--- src/sv/rdbf_pkg.sv ---
// ----------------------------------------------------------------------------
// rdbf_pkg
// shared types and constants of the frame decoder
// ----------------------------------------------------------------------------
package rdbf_pkg;

   localparam int FRAME_WIDTH_DEF  = 80;
   localparam int FRAME_HEIGHT_DEF = 64;

   // sized for the largest frame the parameters allow
   localparam int POS_W   = 17;
   localparam int RADDR_W = 10;

   localparam logic [2:0] KIND_BLANK = 3'd0;
   localparam logic [2:0] KIND_RAW   = 3'd1;
   localparam logic [2:0] KIND_RUN   = 3'd2;
   localparam logic [2:0] KIND_DELTA = 3'd3;
   localparam logic [2:0] KIND_CLEAR = 3'd4;
   localparam logic [2:0] KIND_FILL  = 3'd5;

   typedef enum logic [2:0] {
      OP_NOP   = 3'd0,
      OP_READ  = 3'd1,
      OP_WRITE = 3'd2,
      OP_SWEEP = 3'd3,
      OP_RUN   = 3'd4
   } op_type;

   typedef enum logic [4:0] {
      ST_IDLE   = 5'b00001,
      ST_RDWAIT = 5'b00010,
      ST_SWEEP  = 5'b00100,
      ST_RMW_RD = 5'b01000,
      ST_RMW_WR = 5'b10000
   } state_type;

   typedef struct packed {
      op_type             op;
      logic [POS_W-1:0]   pos;
      logic [6:0]         count;
      logic [7:0]         value;
      logic               color;
      logic               invert;
      logic [RADDR_W-1:0] raddr;
      logic               done;
      logic [2:0]         kind;
      logic               over;
   } cmd_type;

   typedef struct packed {
      logic [7:0] read_data;
      logic       done;
      logic [2:0] kind;
      logic       over;
   } rsp_type;

   function automatic rsp_type make_rsp(cmd_type c, logic [7:0] d);
      rsp_type r;
      r.read_data = d;
      r.done      = c.done;
      r.kind      = c.kind;
      r.over      = c.over;
      return r;
   endfunction

endpackage

--- src/sv/rdbf_front.sv ---
// ----------------------------------------------------------------------------
// rdbf_front
// accepts requests, tracks frame position and kind, issues store commands
// ----------------------------------------------------------------------------
module rdbf_front #(
   parameter int FRAME_WIDTH  = rdbf_pkg::FRAME_WIDTH_DEF,
   parameter int FRAME_HEIGHT = rdbf_pkg::FRAME_HEIGHT_DEF
) (
   input  logic                        clock,
   input  logic                        reset,
   input  logic                        in_valid,
   input  logic                        in_ready,
   input  logic                        mode,
   input  logic [7:0]                  data_byte,
   input  logic [rdbf_pkg::RADDR_W-1:0] read_address,
   output logic                        cmd_push,
   output rdbf_pkg::cmd_type           cmd
);

   localparam int TOTAL = FRAME_WIDTH * FRAME_HEIGHT;
   localparam int STORE = (TOTAL + 7) / 8;
   localparam logic [rdbf_pkg::POS_W-1:0] TOTAL_P = rdbf_pkg::POS_W'(TOTAL);

   logic [rdbf_pkg::POS_W-1:0] pos_ff, pos_in;
   logic                       in_frame_ff, in_frame_in;
   logic [2:0]                 kind_ff, kind_in;
   logic [rdbf_pkg::POS_W-1:0] remain, pos_next;
   logic [6:0]                 count;
   logic [2:0]                 hdr_kind;

   assign cmd_push = in_valid && in_ready;

   always_comb begin
      pos_in      = pos_ff;
      in_frame_in = in_frame_ff;
      kind_in     = kind_ff;
      cmd         = '0;
      cmd.op      = rdbf_pkg::OP_NOP;
      cmd.raddr   = read_address;
      cmd.value   = data_byte;
      cmd.color   = data_byte[0];
      cmd.invert  = (kind_ff == rdbf_pkg::KIND_DELTA);
      cmd.pos     = pos_ff;
      cmd.kind    = kind_ff;
      hdr_kind    = (data_byte <= 8'd5) ? data_byte[2:0] : rdbf_pkg::KIND_BLANK;
      remain      = TOTAL_P - pos_ff;
      count       = data_byte[7:1];
      pos_next    = pos_ff;
      if (mode) begin
         if (32'(read_address) < STORE) begin
            cmd.op = rdbf_pkg::OP_READ;
         end
      end else if (!in_frame_ff) begin
         kind_in  = hdr_kind;
         cmd.kind = hdr_kind;
         case (hdr_kind)
            rdbf_pkg::KIND_RAW, rdbf_pkg::KIND_RUN, rdbf_pkg::KIND_DELTA: begin
               pos_in      = '0;
               in_frame_in = 1'b1;
            end
            rdbf_pkg::KIND_CLEAR: begin
               cmd.op    = rdbf_pkg::OP_SWEEP;
               cmd.value = 8'h00;
               cmd.done  = 1'b1;
            end
            rdbf_pkg::KIND_FILL: begin
               cmd.op    = rdbf_pkg::OP_SWEEP;
               cmd.value = 8'hFF;
               cmd.done  = 1'b1;
            end
            default: begin
               cmd.done = 1'b1;
            end
         endcase
      end else if (kind_ff == rdbf_pkg::KIND_RAW) begin
         cmd.op   = rdbf_pkg::OP_WRITE;
         pos_next = pos_ff + rdbf_pkg::POS_W'(8);
         pos_in   = pos_next;
         if (pos_next >= TOTAL_P) begin
            pos_in      = TOTAL_P;
            in_frame_in = 1'b0;
            cmd.done    = 1'b1;
         end
      end else begin
         if (rdbf_pkg::POS_W'(count) > remain) begin
            count    = remain[6:0];
            cmd.over = 1'b1;
         end
         cmd.count = count;
         if (count != 7'd0 && !(cmd.invert && !cmd.color)) begin
            cmd.op = rdbf_pkg::OP_RUN;
         end
         pos_next = pos_ff + rdbf_pkg::POS_W'(count);
         pos_in   = pos_next;
         if (pos_next >= TOTAL_P) begin
            in_frame_in = 1'b0;
            cmd.done    = 1'b1;
         end
      end
   end

   always_ff @(posedge clock) begin
      if (reset) begin
         pos_ff      <= '0;
         in_frame_ff <= 1'b0;
         kind_ff     <= rdbf_pkg::KIND_BLANK;
      end else if (cmd_push) begin
         pos_ff      <= pos_in;
         in_frame_ff <= in_frame_in;
         kind_ff     <= kind_in;
      end
   end

endmodule

--- config.mk ---
export PLATFORM = sky130hd
export DESIGN_NAME = rdbf_front
export DESIGN_NICKNAME = d
export VERILOG_FILES = /design/src/sv/rdbf_pkg.sv /design/src/sv/rdbf_front.sv
export SDC_FILE = /design/constraint.sdc
export NUM_CORES = 1
export LEC_CHECK = 0
export BUFFER_PORTS_ARGS = -buffer_cell sky130_fd_sc_hd__buf_2
export CORE_ASPECT_RATIO = 1.75
export CORE_MARGIN = 3
export CORE_UTILIZATION = 50
export DETAILED_ROUTE_END_ITERATION = 7
export HOLD_SLACK_MARGIN = 0.02
export PLACE_DENSITY = 0.83
export SETUP_SLACK_MARGIN = 0.15
export SYNTH_ARGS = -nofsm -noshare
export SYNTH_HDL_FRONTEND = slang
export SYNTH_SLANG_ARGS = --single-unit
--- constraint.sdc ---
create_clock -name clock -period 15.55 [get_ports clock]
set_input_delay 1.555 -clock clock [delete_from_list [all_inputs] [get_ports clock]]
set_output_delay 1.555 -clock clock [all_outputs]
set_load 0.005 [all_outputs]
Word-level counts from Yosys, hierarchy flattened
Cells that the tools add are included.
{"block": "classes", "n_addsub": 3, "multipliers": 0, "n_div": 0, "n_lt_le_gt_ge": 5, "eq_ne": 7, "n_shift": 0, "n_mux": 35, "n_bitwise": 1, "reduce_logical": 11}
{"cell": "$mux W17", "count": 4}
{"cell": "$mux W7", "count": 6}
{"cell": "$ge A17 B13 Y1 const B", "count": 2}
{"cell": "$mux W3", "count": 6}
{"cell": "$add A17 B4 Y17 const B", "count": 1}
{"cell": "$add A17 B7 Y17", "count": 1}
{"cell": "$gt A7 B17 Y1", "count": 1}
{"cell": "$sub A13 B17 Y17 const A", "count": 1}
{"cell": "$pmux W8 S2", "count": 1}
{"cell": "$mux W15", "count": 1}
{"cell": "$mux W1", "count": 14}
{"cell": "$lt A10 B10 Y1 const B", "count": 1}
{"cell": "$eq A3 B2 Y1 const B", "count": 3}
{"cell": "$le A8 B3 Y1 const B", "count": 1}
{"cell": "$mux W8", "count": 1}
{"cell": "$reduce_bool A7 Y1", "count": 1}
{"cell": "$eq A3 B1 Y1 const B", "count": 2}
{"cell": "$eq A3 B3 Y1 const B", "count": 2}
{"cell": "$mux W5", "count": 1}
{"cell": "$logic_and A1 B1 Y1", "count": 3}
{"cell": "$reduce_and A3 Y1", "count": 1}
{"cell": "$reduce_or A3 Y1", "count": 1}
{"cell": "$logic_not A1 Y1", "count": 2}
{"cell": "$mux W2", "count": 1}
{"cell": "other kinds (4)", "count": 4}
{"block": "totals", "register_bits": 21, "latch_bits": 0, "mem_bits_rw": 0, "mem_bits_ro": 0, "in_bits": 23, "out_inout_bits": 53, "mem_count": 0}

Longest topological paths before layout
{"block": "logic_depth", "ltp_word": 12, "ltp_mapped": 24, "ltp_nobuf": 23}

Least setup slack after synthesis
Ideal clock, no wire load.
{"block": "synth_path", "path_type": "input to output", "from": "in data_byte[2]", "to": "out cmd[4] in the netlist's numbering", "t_arrival_ns": 4.805, "required_ns": 13.995, "setup_slack_ns": 9.190, "path_stages": 18, "n_path_buf": 0, "path_cell_list": "ha_1 -> nor2b_1 -> o21a_1 -> o21a_1 -> o311a_1 -> nand4_1 -> o21ai_0 -> nand2_1 -> ha_1 -> inv_1 -> fa_1 -> nor2b_1 -> o31ai_1 -> a211o_1 -> xnor2_1 -> a311oi_1 -> nand4_1 -> and3_1"}
{"item": "start, declared", "line_no": "rdbf_front.sv:14", "text": "input logic [7:0] data_byte,"}
{"item": "end, declared", "line_no": "rdbf_front.sv:17", "text": "output rdbf_pkg::cmd_type cmd"}

==> results.toml <==
[synthesis]
synth-simple-area-share_pct = 30.4
synth_top_family_by_area = "simple AND/OR/NAND/NOR gates"
syn-cell-area_um2 = 2860
synth.most_common_cell = "nand2_1"
ys_types = 69
synth_top_cell_area_share_pct = 14.7
synth_xor_area_share_pct = 5.20
synth.mux.area_fraction_pct = 1.75
yosys.area_share.adder_pct = 8.13
yosysSeqAreaShare_pct = 14.7
ys.flop_type = "dfxtp_1"
syn_area_per_cell_um2 = 7.12
netlist_top_cells_area = "dfxtp_1, ha_1, a21oi_1"
synth_edf_count = 0
synth_fp_nets = 443
async_reset_ff_share_pct = 0
syn-instance-count = 402
yosys.area.top_type = "dfxtp_1"
ys_ff_latch = 21
synth_compound_area_share_pct = 28.9
yosys_warnings = 0
yosys-top-cells-count = "nand2_1, nor2_1, a21oi_1, nand3_1, o21ai_0"

[worst_setup_path]
r2r_start = "pos_ff[3]$_SDFFE_PP0P_"
critPathBufInv = 4
cp.arrival_ps = 5750
startpoint_type = "flop"
critical_path_class = "reg2out"
rrSetupSlack_ps = 10090
crit_chain = "inv_1 > ha_1 > or4b_1 > xor2_1 > inv_1 > ha_1 > and4_1 > o21a_1 > o311a_1 > and4_1 > nand3_1 > nand2_1 > ha_1 > inv_1 > fa_1 > nor2b_1 > o31ai_1 > a21oi_1 > o21ai_0 > o221ai_1 > nand4_1 > and3_1 > buf_2"
timing.rr.end = "in_frame_ff$_SDFFE_PP0P_"
slowest_delay_ps = 500
cp-end-kind = "primary output"
slowest_stage = "or4b_1"
r2r_cells = 22
worst_path_dominant_cell_family = "simple AND/OR/NAND/NOR gates"
required_ps = 14000
cp_max_fo = 10

[pwr]
p_seq_share_pct = 49.8
clkPwrFrac_pct = 35.2
power.internal_uw = 78.8
p_sw_share_pct = 27.0
p_per_area_nw_per_um2 = 35.0
p_leak_uw = 0.00128
pwr-share-comb_pct = 15.0
ir_worst_vdd_mv = 0.0263
p_switching_uw = 29.2

[sta]
relSlewSlack_pct = 17.7
period_needed_ps = 7300
rsz0062_at_grt = "false"
slew_viol_final = 0
worst_pin_slew_ps = 1230
period_share_pct = 47.0
layout_setup_ws_ps = 8250
clock.fmax_ghz = 0.137
fin_worst_skew_ps = 2.11
finalHoldViolCount = 0
setup-violations-final = 0
fin_tns_setup_ps = 0

[min_path]
hold_path.class = "reg2reg"
hold_path_depth = 2
hold_end = "kind_ff[0]$_SDFFE_PP0P_"
min_from = "kind_ff[0]$_SDFFE_PP0P_"

[routing]
first_pass_iters = 5
post_drt_wl_per_cell_um = 18.1
drt-total-wl_um = 9130
vias = 3242
vias_per_cell = 6.43
detail-route-antenna-nets = 0
drc = 0
drtIter0Drc = 280

[floorplan]
start_util_pct = 53.2
core_um2 = 5390
die_w_um = 63.2
die_area_um2 = 6710
die_y_um = 106
io-pin-count = 76
rows = 35

[placed_design]
port_buffers = 61
placed_area_um2 = 3040
hpwl_um = 7200
place_congestion = 1.04
numPlacedInstances = 500
preCtsSetupSlack_ps = 8390

[clock_network]
root_buffer = "clkbuf_8"
insertion_delay_ps = 270
clk_pin_slew_worst_paths_ps = 80
htreeDepth = 1
ctsResizeCount = 0
max-clock-path-buffers = 2
cts_hold_buf = 0
cts_tree = "built"
cts.sink_count = 21
cts_made_buffers = 3
post-cts-setup-buffer-count = 0

[cells_and_area]
fin_nets = 472
multiInputGateArea_um2 = 2130
seq_area_um2 = 420
stdcell_count = 504
design_area_um2 = 3080
final_core_util_pct = 57.3
drive_gt1_share_pct = 19.1
area_delta_synth_final_pct = 7.69
num_antenna_cells = 0
fillers = 537

[job]
cap_violations = 0

[grt]
grt_overflow = 0
grt_max_degree = 22
grt_pass1_wl_um = 14200
antenna_found_initial = 0
first_global_vias = 3056
grt_use_total_pct = 26.3

[outcome]
status = "completed"
-- stage by stage --
step	total power (uW)	hold slack, ps
finish	108	534
global route	112	581
CTS	108	528
detailed placement	71.0	514
global placement	70.5	492
floorplan	66.4	475
-- power groups by stage --
stage	combinational, uW	sequential (uW)	clock [uW]
6_report	16.2	53.8	38.0
3_5_place_dp	16.0	55.1	0
5_1_grt	18.0	53.8	40.2
4_1_cts	16.0	53.8	38.0
3_3_place_gp	15.5	55.1	0
2_1_floorplan	11.4	55.0	0
-- worst max-delay path by stage --
| stage | startpoint | to | slack (ps) | depth (start not counted) |
|---|---|---|---|---|
| 2_1_floorplan | data_byte[2] | cmd[4] | 9190 | 18 |
| 3_3_place_gp | data_byte[2] | cmd[4] | 8590 | 20 |
| 3_5_place_dp | data_byte[2] | cmd[4] | 8390 | 20 |
| 4_1_cts | pos_ff[4]$_SDFFE_PP0P_ | cmd[4] | 8340 | 23 |
| 5_1_grt | pos_ff[4]$_SDFFE_PP0P_ | cmd[4] | 7990 | 23 |
| 6_report | pos_ff[3]$_SDFFE_PP0P_ | cmd[4] | 8250 | 23 |
-- area by class of cell --
type / count / share of cell area, %
clock buffers: 4 / 1.46
inverters: 22 / 2.68
multi-input cells: 321 / 69.1
flip-flops and latches: 21 / 13.6
well taps: 74 / 3.00
repair buffers: 62 / 10.1
-- worst reg2reg max path, delay by kind of cell, from the launching register on --
family                     cells  cell delay, ps
and+or+nand+nor                7            1770
adders and majority gates      4            1060
buffers and inverters          3             280
xor gates and xnor gates       1             270
DFF                            1             470
AOI/OAI and AO/OA              7            1520
-- routing by layer --
metal / GRT usage (%) / share of wire (%) / up-vias
li1: - / - / 1537
met5: 0 / 0 / -
met3: 2.85 / 6.1 / 55
met1: 26.3 / 36 / 1474
met2: 47.6 / 51 / 176
met4: 21.8 / 7.2 / 0
-- cells by family after synthesis --
logic type	after synthesis
XOR/XNOR	17
flip-flops	21
multiplexers	5
AO/OA/AOI/OAI	122
adder cells (fa/ha/maj)	18
buffers and inverters	60
AND/OR/NAND/NOR	159
-- cells in the final DEF (no fill, tap or decap), drive strengths merged, types with 11 or more instances in the layout --
master  netlist  layout
buf          26      62
xnor2        11      11
nand2        34      34
inv          22      22
nand4        12      12
ha           17      17
dfxtp        21      21
nor2         29      29
a21oi        28      28
nor3         14      14
nand3        28      28
o21ai        32      32
-- sequential cells by signal (all words and copies together), names as in the netlist --
name / flops
pos_ff: 17
in_frame_ff: 1
kind_ff: 3
(Power assumes the default switching activity.)
