==> config.mk <==
export PLATFORM = sky130hd
export DESIGN_NAME = rdbf_queue
export DESIGN_NICKNAME = d
export VERILOG_FILES = /design/src/sv/rdbf_pkg.sv /design/src/sv/rdbf_queue.sv
export SDC_FILE = /design/constraint.sdc
export NUM_CORES = 1
export LEC_CHECK = 0
export ABC_AREA = 1
export BUFFER_PORTS_ARGS = -buffer_cell sky130_fd_sc_hd__buf_4
export CORE_MARGIN = 2
export CORE_UTILIZATION = 50
export CTS_BUF_LIST = sky130_fd_sc_hd__clkbuf_16
export CTS_CLUSTER_SIZE = 8
export DETAILED_ROUTE_END_ITERATION = 16
export PLACE_DENSITY = 0.74
export SLEW_MARGIN = 20
export SYNTH_ARGS = -nofsm -noshare
export SYNTH_HDL_FRONTEND = slang
export SYNTH_SLANG_ARGS = --single-unit
==> constraint.sdc <==
create_clock -name clock -period 3.36 [get_ports clock]
set_input_delay 0.168 -clock clock [delete_from_list [all_inputs] [get_ports clock]]
set_output_delay 0.168 -clock clock [all_outputs]
set_load 0.01 [all_outputs]
==> src/sv/rdbf_pkg.sv <==
// ----------------------------------------------------------------------------
// rdbf_pkg
// shared types and constants of the frame decoder
// ----------------------------------------------------------------------------
package rdbf_pkg;

   localparam int FRAME_WIDTH_DEF  = 80;
   localparam int FRAME_HEIGHT_DEF = 64;

   // sized for the largest frame the parameters allow
   localparam int POS_W   = 17;
   localparam int RADDR_W = 10;

   localparam logic [2:0] KIND_BLANK = 3'd0;
   localparam logic [2:0] KIND_RAW   = 3'd1;
   localparam logic [2:0] KIND_RUN   = 3'd2;
   localparam logic [2:0] KIND_DELTA = 3'd3;
   localparam logic [2:0] KIND_CLEAR = 3'd4;
   localparam logic [2:0] KIND_FILL  = 3'd5;

   typedef enum logic [2:0] {
      OP_NOP   = 3'd0,
      OP_READ  = 3'd1,
      OP_WRITE = 3'd2,
      OP_SWEEP = 3'd3,
      OP_RUN   = 3'd4
   } op_type;

   typedef enum logic [4:0] {
      ST_IDLE   = 5'b00001,
      ST_RDWAIT = 5'b00010,
      ST_SWEEP  = 5'b00100,
      ST_RMW_RD = 5'b01000,
      ST_RMW_WR = 5'b10000
   } state_type;

   typedef struct packed {
      op_type             op;
      logic [POS_W-1:0]   pos;
      logic [6:0]         count;
      logic [7:0]         value;
      logic               color;
      logic               invert;
      logic [RADDR_W-1:0] raddr;
      logic               done;
      logic [2:0]         kind;
      logic               over;
   } cmd_type;

   typedef struct packed {
      logic [7:0] read_data;
      logic       done;
      logic [2:0] kind;
      logic       over;
   } rsp_type;

   function automatic rsp_type make_rsp(cmd_type c, logic [7:0] d);
      rsp_type r;
      r.read_data = d;
      r.done      = c.done;
      r.kind      = c.kind;
      r.over      = c.over;
      return r;
   endfunction

endpackage

==> src/sv/rdbf_queue.sv <==
// ----------------------------------------------------------------------------
// rdbf_queue
// four-entry command queue between front and back
// ----------------------------------------------------------------------------
module rdbf_queue (
   input  logic              clock,
   input  logic              reset,
   input  logic              push,
   input  rdbf_pkg::cmd_type push_cmd,
   output logic              not_full,
   input  logic              pop,
   output logic              not_empty,
   output rdbf_pkg::cmd_type head
);

   rdbf_pkg::cmd_type entry_ff [4];
   logic [1:0] wr_ff, rd_ff;
   logic [2:0] cnt_ff;

   assign not_full  = (cnt_ff != 3'd4);
   assign not_empty = (cnt_ff != 3'd0);
   assign head      = entry_ff[rd_ff];

   always_ff @(posedge clock) begin
      if (push) begin
         entry_ff[wr_ff] <= push_cmd;
      end
   end

   always_ff @(posedge clock) begin
      if (reset) begin
         wr_ff  <= '0;
         rd_ff  <= '0;
         cnt_ff <= '0;
      end else begin
         if (push) begin
            wr_ff <= wr_ff + 2'd1;
         end
         if (pop) begin
            rd_ff <= rd_ff + 2'd1;
         end
         cnt_ff <= cnt_ff + {2'b0, push} - {2'b0, pop};
      end
   end

endmodule

======== Word level (Yosys, flattened, before mapping) ========
Memories as Yosys holds them, arrays and structs flattened. A register that Yosys moved wholly into a read port is not among the register bits.
Cells that the tools add are included.
cells by class
  $add $sub $neg .......................... 4
  eq/ne operators ......................... 1
  mux-type cells .......................... 4
  reduce and logical (&&, ||, !) cells .... 1
operators by type and width
  operator                                                        number
  2-bit by 1-bit adder with 2-bit output (second input constant)  2
  2-bit two-way mux                                               2
  3-bit by 1-bit adder with 3-bit output                          1
  3-bit != test (second input constant)                           1
  3-bit nonzero test                                              1
  3-bit by 1-bit subtractor with 3-bit output                     1
  1-bit two-way mux                                               2
word-level totals
  register bits ........................... 7
  memory bits (writable) .................. 208
  output and inout bits ................... 54
  word-level logic and storage cells ...... 14
  memories kept ........................... 1
memory list
  name      words  width  rd ports  clocked after memory_dff  write ports  line              source
  entry_ff  4      52     1         1                         1            rdbf_queue.sv:16  rdbf_pkg::cmd_type entry_ff [4];

======== Depth between registers and ports, before layout ========
Gate-level depths: netlist (run 1).
  depth in word-level cells ............... 3
  mapped depth ............................ 9

======== Worst setup path after synthesis (run 1) ========
OpenSTA, ideal clock, no wires.
  path type ............................... register -> register
  from .................................... register wr_ff[0]
  to ...................................... memory entry_ff[2][0] in the netlist's numbering, enable pin
  setup time .............................. 0.406 ns
  arrival time ............................ 1.604 ns
  slack ................................... 1.350 ns
  cell stages (with the launch flop) ...... 5
  path buffers ............................ 0
  clock period less this slack ............ 2.010 ns
  path through ............................ dfxtp_1 inv_1 ha_1 nand2_1 inv_1
RTL lines
  element                 line              source
  start, declared         rdbf_queue.sv:17  logic [1:0] wr_ff, rd_ff;
  start signal, assigned  rdbf_queue.sv:37  wr_ff <= wr_ff + 2'd1;
  end, declared           rdbf_queue.sv:16
No word-level cell before the write port.

==> flow_summary.toml, run 1 <==
[status]
status = "finished, final reports clean"

[finish]
drive_gt1_frac = 0.259
area_growth_pct = 25.9
nNetsFinal = 893
antenna_cells = 0
nFillCells = 1271

[yosys]
avgSynthCellArea_um2 = 13.6
netlist_top_cells_area = "edfxtp_1, o211ai_2, inv_1, nand2_1, a21oi_1"
ys.flop_type = "edfxtp_1"
yosysMostFrequentCell = "edfxtp_1"
synth_nets = 725
synth_edf_count = 208
synth_common_cells = "edfxtp_1, inv_1, nand2_1"
synthCells = 662
netlist_area_um2 = 8970
yosysTopAreaCell = "edfxtp_1"
synth_warnings = 0
synth-seq-cells = 217
synth_top_area_frac = 0.696
yosysUniqueCellTypes = 18
async_reset_ff_frac = 0
seq_area_frac_synth = 0.716

[hold_path]
min_from = "reset"
holdCritPathClass = "primary input to flop"

[sta]
setup-tns-final_ns = 0
slew_headroom = 0.511
tightest_slew_ns = 0.733
slew_viol_final = 0
rsz0062_at_grt = "no"
max_freq_mhz = 445
finClkSkew_ns = 0.00892
period_minus_slack_ns = 2.24
period_share = 0.668
setup_viol = 0
finalHoldViolations = 0

[grt]
grt_use_total = 0.188
antenna_found_initial = 0
grt_max_degree = 140
grt_pass1_wl_um = 27600
overflow = 0
grt_pass1_vias = 5534

[critical_path]
path_cells = "buf_12 > a21oi_1 > o21ai_0 > nand2_1 > buf_4"
worstSetupPathType = "flop to output pin"
start_kind = "flop"
critPathTopFamily = "flip-flops"
r2r-start = "wr_ff[0]"
crit_arrival_ns = 2.08
cp-end-kind = "output pin"
max_stage_delay_ns = 0.60
cp_max_fo = 77
cpMaxStageDelayCell = "dfxtp_4"
path_buf_inv = 2
required_ns = 3.19

[cts]
cts_buffer_depth = 3
cts-root-buf = "clkbuf_16"
numCtsBuffers = 31
h-tree-depth = 1
postCtsSetupBuffers = 0
clk_latency_ns = 0.52
clk_pin_slew_ns = 0.04
cts.sinks = 217
tritoncts = "yes"

[drt]
post_drt_wl_per_cell_um = 16.4
routed_wl_um = 17700
antenna_left = 0
vias = 5492
dr.first_iter.drc_count = 453
first_pass_iters = 5
drc = 0
vias_per_cell = 5.09

[floorplan]
coreArea_um2 = 17400
num_io_pins = 110
die_h_um = 138
die_w_um = 138
initial_core_util = 0.515
num_rows = 48
die_area_um2 = 19000

[pwr]
p_leak_uw = 0.00450
power_density_nw_per_um2 = 579
finalPower_uw = 6540
max-vdd-ir-drop_v = 0.000428

[placement]
io_buffers = 109
dp_hpwl_um = 10500
gp_congestion = 0.776

[run]
cap_violations = 0
## area by class of cell
class	count	area [um2]	share of cell area
clock buffers	31	776	0.0687
inverters	119	449	0.0398
clock inverters	26	103	0.00908
multi-input cells	291	1800	0.160
repair buffers	170	1450	0.128
well taps	225	282	0.0249
flip-flops and latches	217	6430	0.569
## kinds of logic after synthesis
family                   share of synthesized area
AND/OR/NAND/NOR                             0.0542
buffers and inverters                       0.0831
flip-flops                                   0.716
AO/OA/AOI/OAI                                0.136
adder cells (fa/ha/maj)                     0.0106
## placed cells by master, fill, tap and decap left out
cell	synthesis	routed
edfxtp_1	208	208
fa_1	1	1
clkinv_4	0	1
o21ai_0	54	54
inv_2	0	3
nand2_1	96	96
inv_1	119	140
buf_12	1	3
nand3_1	3	3
o211ai_2	52	52
dfxtp_1	9	7
o21ai_1	2	2
nor2_1	3	3
ha_1	6	6
a21oi_1	58	58
dfxtp_4	0	2
buf_4	5	112
dlygate4sd3_1	0	55
nand2_2	16	16
inv_4	0	1
clkbuf_16	0	31
## tightest hold or removal path, stage by stage
cell	delay, ns
dlygate4sd3_1	0.53
buf_4	0.11
nor2_1	0.03
## report_power, final
part	switching, uW	total (uW)	internal (uW)
sequential	45.6	3150	3100
combinational	415	726	311
clock	1030	2670	1640
total	1490	6540	5050
## through the flow
stage | setup WS, ns | instance area [um2] | cells | utilization | hold slack (ns)
6_report | 1.12 | 11300 | 1079 | 0.649 | 0.375
5_1_grt | 0.989 | 11300 | 1079 | 0.649 | 0.378
4_1_cts | 1.09 | 11300 | 1079 | 0.649 | 0.353
3_5_place_dp | 1.38 | 9870 | 967 | 0.567 | 0.349
3_3_place_gp | 1.44 | 9870 | 967 | 0.566 | 0.339
2_1_floorplan | 1.35 | 8970 | 662 | - | 0.235
## routing by layer
metal	up-vias	GRT usage	wire (um)
met5	-	0	0
met4	0	0.0544	357
met3	36	0.0402	1270
met2	170	0.323	8710
met1	2647	0.241	7390
li1	2639	-	-
## worst paths after layout
check,slack (ns),cells past startpoint,endpoint
hold / removal,0.37,3,cnt_ff[1]
setup / recovery,1.12,5,head[39]
hold reg to reg,0.47,2,flop
setup reg to reg,1.40,5,entry_ff[2][27]
## registers in the layout, indices dropped and copies added (netlist names), named ones only
name,flops
entry_ff,208
cnt_ff,3
rd_ff,2
wr_ff,2
## what timing repair did
item,in CTS,in global routing
hold buffers,55,0
gates resized for setup,0,0
endpoints found under the hold margin,217,0
No activity file was read; power rests on OpenSTA's default activity.
==> run 2: changes to the inputs <==
- PLACE_DENSITY: 0.74 -> 0.77
- clock period: 3.36 -> 1.9 ns (I/O delays scaled with it)
==> run 2 against run 1 <==
Compared with the run above:
- first-iteration DRC count is 6.8% lower
- core utilization rose by 1.6 points
- combinational power up 91%
- sequential share of layout area decreased by 1.4 points
- routed wire length is 0.59% higher
- total power increased by 77%
- clock skew rose by 0.0037 ns
- cell area is 2.5% higher
- critical path type unchanged
==> flow_summary.toml, run 2 (synthesis results as in run 1) <==
[critical_path]
cp-end-kind = "output pin"
required_ns = 1.80
crit_arrival_ns = 1.73
critPathTopFamily = "flip-flops"
path_cells = "buf_16 > a21oi_1 > o21ai_0 > nand2_1 > buf_4"
cpMaxStageDelayCell = "dfxtp_4"
cp_max_fo = 42
path_buf_inv = 2
start_kind = "flop"
r2r-start = "cnt_ff[0]"
worstSetupPathType = "flop to output pin"
max_stage_delay_ns = 0.49

[placement]
io_buffers = 109
gp_congestion = 0.761
dp_cells = 980
dp_hpwl_um = 10700
post_dp_cell_area_um2 = 10100

[cts]
numCtsBuffers = 31
cts_buffer_depth = 3
cts-root-buf = "clkbuf_16"
h-tree-depth = 1
clk_pin_slew_ns = 0.05
cts.sinks = 217
tritoncts = "yes"
clk_latency_ns = 0.52

[sta]
hold-worst-slack_ns = 0.319
period_share = 0.961
rsz0062_at_grt = "yes"
setup_viol = 0
max_freq_mhz = 548
slew_viol_final = 0
finClkSkew_ns = 0.0126
slew_headroom = 0.839
finalHoldViolations = 0
period_minus_slack_ns = 1.83
tightest_slew_ns = 0.240

[run]
cap_violations = 0

[drt]
post_drt_wl_per_cell_um = 16.4
vias = 5602
dr.first_iter.drc_count = 422
first_pass_iters = 5
drc = 0
antenna_left = 0
routed_wl_um = 17800
vias_per_cell = 5.15

[finish]
nNetsFinal = 912
fin_area_um2 = 11600
largest_register_ffs = 208
area_growth_pct = 29.0
drive_gt1_frac = 0.280
final_common_cell = "edfxtp_1"
top_regs = "entry_ff x208, cnt_ff x3"
instances_no_fill = 1088
regMostFlops = "entry_ff"
final_cell_mix = "edfxtp_1, inv_1, buf_4"
nFillCells = 1191

[pwr]
p_leak_uw = 0.00456
max-vdd-ir-drop_v = 0.000738
power_density_nw_per_um2 = 1000

[hold_path]
min_from = "push_cmd[50]"
holdCritPathClass = "primary input to flop"

[grt]
grt_use_total = 0.190
grt_max_degree = 45
overflow = 0
grt_pass1_vias = 5704
antenna_found_initial = 1
grt_pass1_wl_um = 28100

[floorplan]
num_io_pins = 110
num_rows = 48
die_area_um2 = 19000
coreArea_um2 = 17400
die_h_um = 138
die_w_um = 138
initial_core_util = 0.515

[status]
status = "finished, final reports clean"
## run 2: cell types whose count changed in the layout (fill, tap and decap cells not counted), sizes merged
cell      change
buf          +19
clkinvlp      +4
diode         +1
inv          -15
## run 2: final cells by class
cell class | count | area [um2] | area share
Clock buffer | 31 | 776 | 0.0670
Inverter | 119 | 462 | 0.0399
Sequential cell | 217 | 6430 | 0.556
Clock inverter | 15 | 66.3 | 0.00573
Timing Repair Buffer | 189 | 1750 | 0.152
Tap cell | 225 | 282 | 0.0243
Multi-Input combinational cell | 291 | 1800 | 0.156
Antenna cell | 1 | 2.50 | 0.000216
## run 2: what timing repair did
action | in CTS | in global routing
hold endpoints to repair | 217 | 0
hold buffers | 55 | 0
buffers inserted | 2 | 4
endpoints found under the setup margin | 49 | 29
gates resized for setup | 1 | 4
pin swaps | 0 | 2
## run 2: where the power goes
group | leakage, uW | total (uW) | internal (uW) | switching [uW]
Sequential | 0.00199 | 5560 | 5480 | 75.5
Combinational | 0.00211 | 1390 | 632 | 759
Clock | 0.000460 | 4640 | 2870 | 1780
Total | 0.00456 | 11600 | 8980 | 2610
## run 2: final timing paths
path | end | slack (ns) | depth (start not counted)
hold / removal | entry_ff[0][50] | 0.32 | 2
setup / recovery | head[48] | 0.07 | 5
hold reg to reg | flop | 0.47 | 2
setup reg to reg | cnt_ff[2] | 0.28 | 8
## run 2: metal layers
metal  share of wire  up-vias  GRT usage  wire [um]
met5               0        -          0          0
met3           0.062       30     0.0376       1100
met1            0.42     2730      0.246       7450
met4           0.014        0     0.0408        253
met2            0.51      177      0.335       9030
li1                -     2665          -          -
## run 2: through the flow
stage	setup slack [ns]	setup TNS [ns]	utilization	total power [uW]
after floorplan	0.0758	0	-	6320
after global placement	0.378	0	0.580	6860
after detailed placement	0.281	0	0.580	6920
after CTS	0.00323	0	0.662	11700
after global routing	-0.0123	-0.0182	0.665	12000
final	0.0749	0	0.665	11600
## run 2: worst reg2reg max path, delay by kind of cell, from the launching register on
family                     cells  cell delay, ns
adders and majority gates      3            0.80
buffers and inverters          3            0.19
AOI/OAI and AO/OA              1            0.14
DFF                            1            0.31
and+or+nand+nor                1            0.07
